**src/sv/dpdc_pkg.sv**
```systemverilog
`timescale 1ns / 1ps
`default_nettype none
// ----------------------------------------------------------------------------
// dpdc_pkg
// Shared types and constants for the dual PD drive controller.
// ----------------------------------------------------------------------------
package dpdc_pkg;

	localparam int unsigned COUNT_W = 16;  // encoder counts, targets
	localparam int unsigned GAIN_W  = 16;  // unsigned Q0.16 gains
	localparam int unsigned ERR_W   = 18;  // angle / distance error
	localparam int unsigned DRIVE_W = 16;  // Q1.15 drive and correction
	localparam int unsigned TICK_W  = 6;   // settle tick counter
	localparam int unsigned ADDR_W  = 5;   // byte address of six 32-bit registers
	localparam int unsigned DATA_W  = 32;

	// reset values of the gain registers
	localparam logic [GAIN_W-1:0] ANGLE_P_RST = 16'd262;
	localparam logic [GAIN_W-1:0] ANGLE_D_RST = 16'd1311;
	localparam logic [GAIN_W-1:0] DIST_P_RST  = 16'd275;
	localparam logic [GAIN_W-1:0] DIST_D_RST  = 16'd1311;

	typedef enum logic [2:0] {
		REG_TARGET_ANGLE    = 3'd0,
		REG_TARGET_DISTANCE = 3'd1,
		REG_ANGLE_P_GAIN    = 3'd2,
		REG_ANGLE_D_GAIN    = 3'd3,
		REG_DIST_P_GAIN     = 3'd4,
		REG_DIST_D_GAIN     = 3'd5
	} reg_idx_t;

	localparam logic OP_TICK  = 1'b0;
	localparam logic OP_CLEAR = 1'b1;

	typedef struct packed {
		logic [GAIN_W-1:0] kp;
		logic [GAIN_W-1:0] kd;
	} pd_gains_t;

endpackage
`default_nettype wire

```
**src/sv/dpdc_pd_term.sv**
```systemverilog
`timescale 1ns / 1ps
`default_nettype none
// ----------------------------------------------------------------------------
// dpdc_pd_term
// One PD correction: kp*e + kd*(e - prev), halved (floor) into Q1.15, clamped.
// ----------------------------------------------------------------------------
module dpdc_pd_term #(
	parameter int unsigned CORRECTION_LIMIT = 13107
) (
	input  dpdc_pkg::pd_gains_t                   gains,
	input  logic signed [dpdc_pkg::ERR_W-1:0]     err,
	input  logic signed [dpdc_pkg::ERR_W-1:0]     prev,
	output logic signed [dpdc_pkg::DRIVE_W-1:0]   corr
);
	import dpdc_pkg::*;

	localparam int unsigned PP_W  = GAIN_W + 1 + ERR_W;      // 17 x 18
	localparam int unsigned DP_W  = GAIN_W + 1 + ERR_W + 1;  // 17 x 19
	localparam int unsigned SUM_W = DP_W + 1;
	localparam logic signed [SUM_W-1:0] LIM_POS = SUM_W'(CORRECTION_LIMIT);
	localparam logic signed [SUM_W-1:0] LIM_NEG = -LIM_POS;

	logic signed [ERR_W:0]   diff;
	logic signed [PP_W-1:0]  p_prod;
	logic signed [DP_W-1:0]  d_prod;
	logic signed [SUM_W-1:0] pd_sum;
	logic signed [SUM_W-1:0] pd_half;

	assign diff    = (ERR_W+1)'(err) - (ERR_W+1)'(prev);
	assign p_prod  = $signed({1'b0, gains.kp}) * err;
	assign d_prod  = $signed({1'b0, gains.kd}) * diff;
	assign pd_sum  = SUM_W'(p_prod) + SUM_W'(d_prod);
	assign pd_half = pd_sum >>> 1;  // rounds toward minus infinity

	always_comb begin
		if (pd_half > LIM_POS) begin
			corr = DRIVE_W'(LIM_POS);
		end else if (pd_half < LIM_NEG) begin
			corr = DRIVE_W'(LIM_NEG);
		end else begin
			corr = DRIVE_W'(pd_half);
		end
	end

endmodule
`default_nettype wire

```
**config.mk**
```make
export PLATFORM = sky130hd
export DESIGN_NAME = dpdc_pd_term
export DESIGN_NICKNAME = d
export VERILOG_FILES = /design/src/sv/dpdc_pkg.sv /design/src/sv/dpdc_pd_term.sv
export SDC_FILE = /design/constraint.sdc
export NUM_CORES = 2
export LEC_CHECK = 0
export BUFFER_PORTS_ARGS = -buffer_cell sky130_fd_sc_hd__buf_2
export CORE_UTILIZATION = 40
export DETAILED_ROUTE_END_ITERATION = 8
export PLACE_DENSITY = 0.69
export REMOVE_ABC_BUFFERS = 1
export SYNTH_ARGS = -nofsm -noshare
export SYNTH_HDL_FRONTEND = slang
export SYNTH_SLANG_ARGS = --single-unit
```
**constraint.sdc**
```tcl
create_clock -name vclk -period 11.08
set_input_delay 1.108 -clock vclk [all_inputs]
set_output_delay 1.108 -clock vclk [all_outputs]
set_load 0.02 [all_outputs]
```
[After elaboration in Yosys (flattened, before gate mapping)]
Cells that the tools add are included.
Word-level totals
  input bits: 68
  flip-flop bits (word level): 0
  word-level logic and storage cells: 8
  output and inout port bits: 16
Operators by class
  $mul: 2
  mux-type cells: 2
  $add $sub $neg: 2
  magnitude comparators: 2
Operator list (number)
  $add 35x36->37: 1
  $gt 36x15->1 const B: 1
  $lt 36x15->1 const B: 1
  $mul 17x19->36: 1
  $mul 17x18->35: 1
  $mux 16: 2
  $sub 18x18->19: 1

[Longest topological paths before layout]
  depth in word-level cells: 6
  mapped depth: 45
  mapped depth without buffers: 42

[Worst setup path before layout]
OpenSTA, ideal clock, no wires.
  path type: input port to output port
  start: in err[0] (netlist bit)
  end: out corr[13] (netlist bit)
  cell stages on the path: 41
  buffers on the path: 3
  data required time: 9.972 ns
  arrival time: 10.968 ns
  path slack: -0.996 ns
  path through: clkbuf_1 > inv_1 > ha_1 > fa_1 > nor2b_1 > o21ai_0 > a21boi_1 > o21ai_0 > a211o_1 > o21ai_1 > o41ai_1 > o21ai_0 > nor2_1 > xnor2_1 > clkbuf_1 > nand2_1 > fa_1 > fa_1 > [... 5 more ...] > fa_1 > inv_1 > fa_1 > inv_1 > ha_1 > buf_2 > o21ai_0 > o211ai_1 > o22ai_1 > a211oi_1 > o2111ai_1 > a21boi_1 > o21ai_1 > o2bb2ai_1 > xor2_2 > inv_2 > and2_1 > a211oi_1
On the way
  word-level cells in the longest chain between the ends: 6
  elaborated cells on any way between the ends: 8
  those cells by class: 2 x add/sub; 2 x mul; 2 x order compare; 2 x mux
RTL lines
  start: declaration: line dpdc_pd_term.sv:11  | input logic signed [dpdc_pkg::ERR_W-1:0] err,
  $sub 18x18->19: line dpdc_pd_term.sv:29  | assign diff = (ERR_W+1)'(err) - (ERR_W+1)'(prev);
  $mul 17x19->36: line dpdc_pd_term.sv:31  | assign d_prod = $signed({1'b0, gains.kd}) * diff;
  $add 35x36->37 *: line dpdc_pd_term.sv:32  | assign pd_sum = SUM_W'(p_prod) + SUM_W'(d_prod);
  $lt 36x15->1: line dpdc_pd_term.sv:38  | end else if (pd_half < LIM_NEG) begin
  $mux 16: line dpdc_pd_term.sv:38
  $mux 16 *: line dpdc_pd_term.sv:36  | if (pd_half > LIM_POS) begin
  end: declaration: line dpdc_pd_term.sv:13  | output logic signed [dpdc_pkg::DRIVE_W-1:0] corr
Every way passes the cells marked *; elsewhere a longest branch is shown, timed or not.

[Worst setup path after layout]
  start: in err[0] (netlist bit)
  end: out corr[6] (netlist bit)
Same word-level chain as after synthesis.

==> out/qor.csv <==
stage,metric,value,unit
finish,final_util,47.3,%
routing,ant_nets,0,
setup_path,startpoint_type,primary input,
setup_path,crit_slowest_cell,fa_2,
floorplan,die_height,249,µm
logic_synthesis,syn_area_per_cell,9.00,µm²
floorplan,std_cell_rows,90,
logic_synthesis,yosysWarnings,0,
status,violations,negative setup slack,
setup_path,worstSetupEndpointType,primary output,
routing,drc,0,
global_routing,grt_pass1_wl,106000,µm
status,outcome,finished with violations,
setup_path,critical_path_required,9.97,ns
finish,syn2layout_area_growth,16.7,%
floorplan,initial_core_util,40.5,%
setup_path,cp.arrival,10.80,ns
place,port_buffers,84,
finish,seq_cells,0,
finish,fin_nets,3910,
routing,first_pass_iters,5,
sta,final_hold_viol_count,0,
routing,wl_per_cell,16.5,µm
global_routing,globalRouteOverflowTotal,0,
setup_path,max_stage_delay,0.57,ns
setup_path,crit_top_cell,fa_1,
floorplan,die_x,249,µm
routing,drt_iter0_drc,1013,
finish,final-seq-area,0,µm²
finish,drive_above_1_share,16.8,%
setup_path,crit_type,in2out,
global_routing,antenna_found_initial,1,
logic_synthesis,netlist_instances,2717,
sta,setup_violations,16,
place,hpwl,55200,µm
floorplan,coreArea,60400,µm²
finish,clkbuf_count,0,
sta,final_max_slew_viol_count,0,
finish,antenna_cells,0,
routing,finalWirelength,62400,µm
setup_path,cp_num_buf_inv,13,
sta,worst_slew_pin_slew,0.838,ns
global_routing,grtUsageTotal,21.1,%
logic_synthesis,yosysSeqAreaShare,0,%
sta,period_share,107,%
sta,max_slew_margin,43.9,%
sta,period_minus_slack,11.90,ns
global_routing,grt_max_degree,22,
run,drv_cap,0,
logic_synthesis,synth_area,24500,µm²
finish,final_cell_mix,"742 x inv_1, 657 x fa_1, 346 x nand2_1, 274 x buf_4, 248 x and2_1",
sta,setup_slack,-0.824,ns
global_routing,grt_pass1_vias,20700,
hold_path,hold_class,in2out,
routing,vias,18700,
sta,clock.fmax,84.0,MHz
logic_synthesis,synth.distinct_cells,70,
clock_network,holdBufCountCts,0,
floorplan,dieArea,62100,µm²
place,gp_congestion,0.910,
floorplan,io_pins,84,
setup_path,path_delay_family,adder cells,
setup_path,worstPathMaxFanout,4,
sta,grt_setup_unrepaired,true,
finish,final_common_cell,inv_1,
routing,routed_via_density,4.95,
## final cells by class
type	instances	area [µm²]
Fill cell	5630	31800
Inverter	757	2840
Multi-Input combinational cell	1868	21900
Tap cell	782	978
Timing Repair Buffer	372	2800
## layer usage
metal | vias to the layer above | routed length, µm | track usage (%)
met4 | 2 | 2180 | 6.00
li1 | 8435 | - | -
met1 | 9644 | 25900 | 28.1
met5 | - | 13 | 0
met2 | 516 | 31000 | 36.6
met3 | 94 | 3330 | 2.01
## final timing paths
kind                   start       to  slack, ns  cells past startpoint
worst min-delay path  err[0]  corr[0]       3.38                      6
worst max-delay path  err[0]  corr[6]      -0.82                     45
## cell families after synthesis
logic type	count (synthesis)	share of synthesized area, %
adder cells (fa/ha/maj)	843	63.5
buffers and inverters	849	13.1
multiplexers	2	0.0819
XOR/XNOR	63	2.29
AND/OR/NAND/NOR	783	16.0
AO/OA/AOI/OAI	177	5.08
## per-stage QoR
stage / setup slack (ns) / instance area, µm² / hold WS, ns / cells / TNS, ns
final: -0.824 / 28500 / 3.38 / 3779 / -11.52
after global routing: -1.16 / 28500 / 3.42 / 3779 / -17.10
after CTS: -0.761 / 28200 / 3.34 / 3765 / -9.99
after detailed placement: -1.38 / 27500 / 3.37 / 3746 / -20.22
after global placement: -1.23 / 27500 / 3.39 / 3746 / -18.07
after floorplan: -0.826 / 24100 / 2.73 / 2625 / -9.51
## synthesized netlist by cell type, types with 3 or more instances
| cell | number | share of area, % |
|---|---|---|
| a211o_1 | 11 | 0.39 |
| a211oi_1 | 13 | 0.40 |
| a21o_1 | 14 | 0.43 |
| a21oi_1 | 39 | 0.80 |
| a21oi_2 | 3 | 0.11 |
| a221o_1 | 4 | 0.16 |
| a31oi_1 | 7 | 0.18 |
| and2_1 | 252 | 6.4 |
| and2_2 | 3 | 0.092 |
| and3_1 | 16 | 0.41 |
| buf_2 | 3 | 0.061 |
| clkbuf_1 | 87 | 1.3 |
| fa_1 | 664 | 54 |
| ha_1 | 179 | 9.2 |
| inv_1 | 755 | 12 |
| nand2_1 | 355 | 5.4 |
| nand2b_1 | 12 | 0.31 |
| nand3_1 | 11 | 0.23 |
| nand4_1 | 8 | 0.20 |
| nor2_1 | 44 | 0.68 |
| nor2b_1 | 35 | 0.90 |
| nor3_1 | 25 | 0.51 |
| nor4_1 | 5 | 0.13 |
| o211ai_1 | 6 | 0.18 |
| o21a_1 | 3 | 0.092 |
| o21ai_0 | 26 | 0.53 |
| o21ai_1 | 3 | 0.061 |
| o21ba_2 | 3 | 0.12 |
| o21bai_1 | 10 | 0.31 |
| o311ai_0 | 4 | 0.14 |
| o31ai_1 | 5 | 0.15 |
| or2_2 | 3 | 0.077 |
| xnor2_1 | 39 | 1.4 |
| xor2_1 | 23 | 0.82 |
## repair_timing
item	in CTS	in global routing
endpoints found under the setup margin	16	16
pin swaps	74	56
buffers inserted	20	14
gates resized for setup	135	52
Power is left out: the tool's default activity adds up to more than one toggle a clock period on the data nets, which glitch-free logic cannot reach.
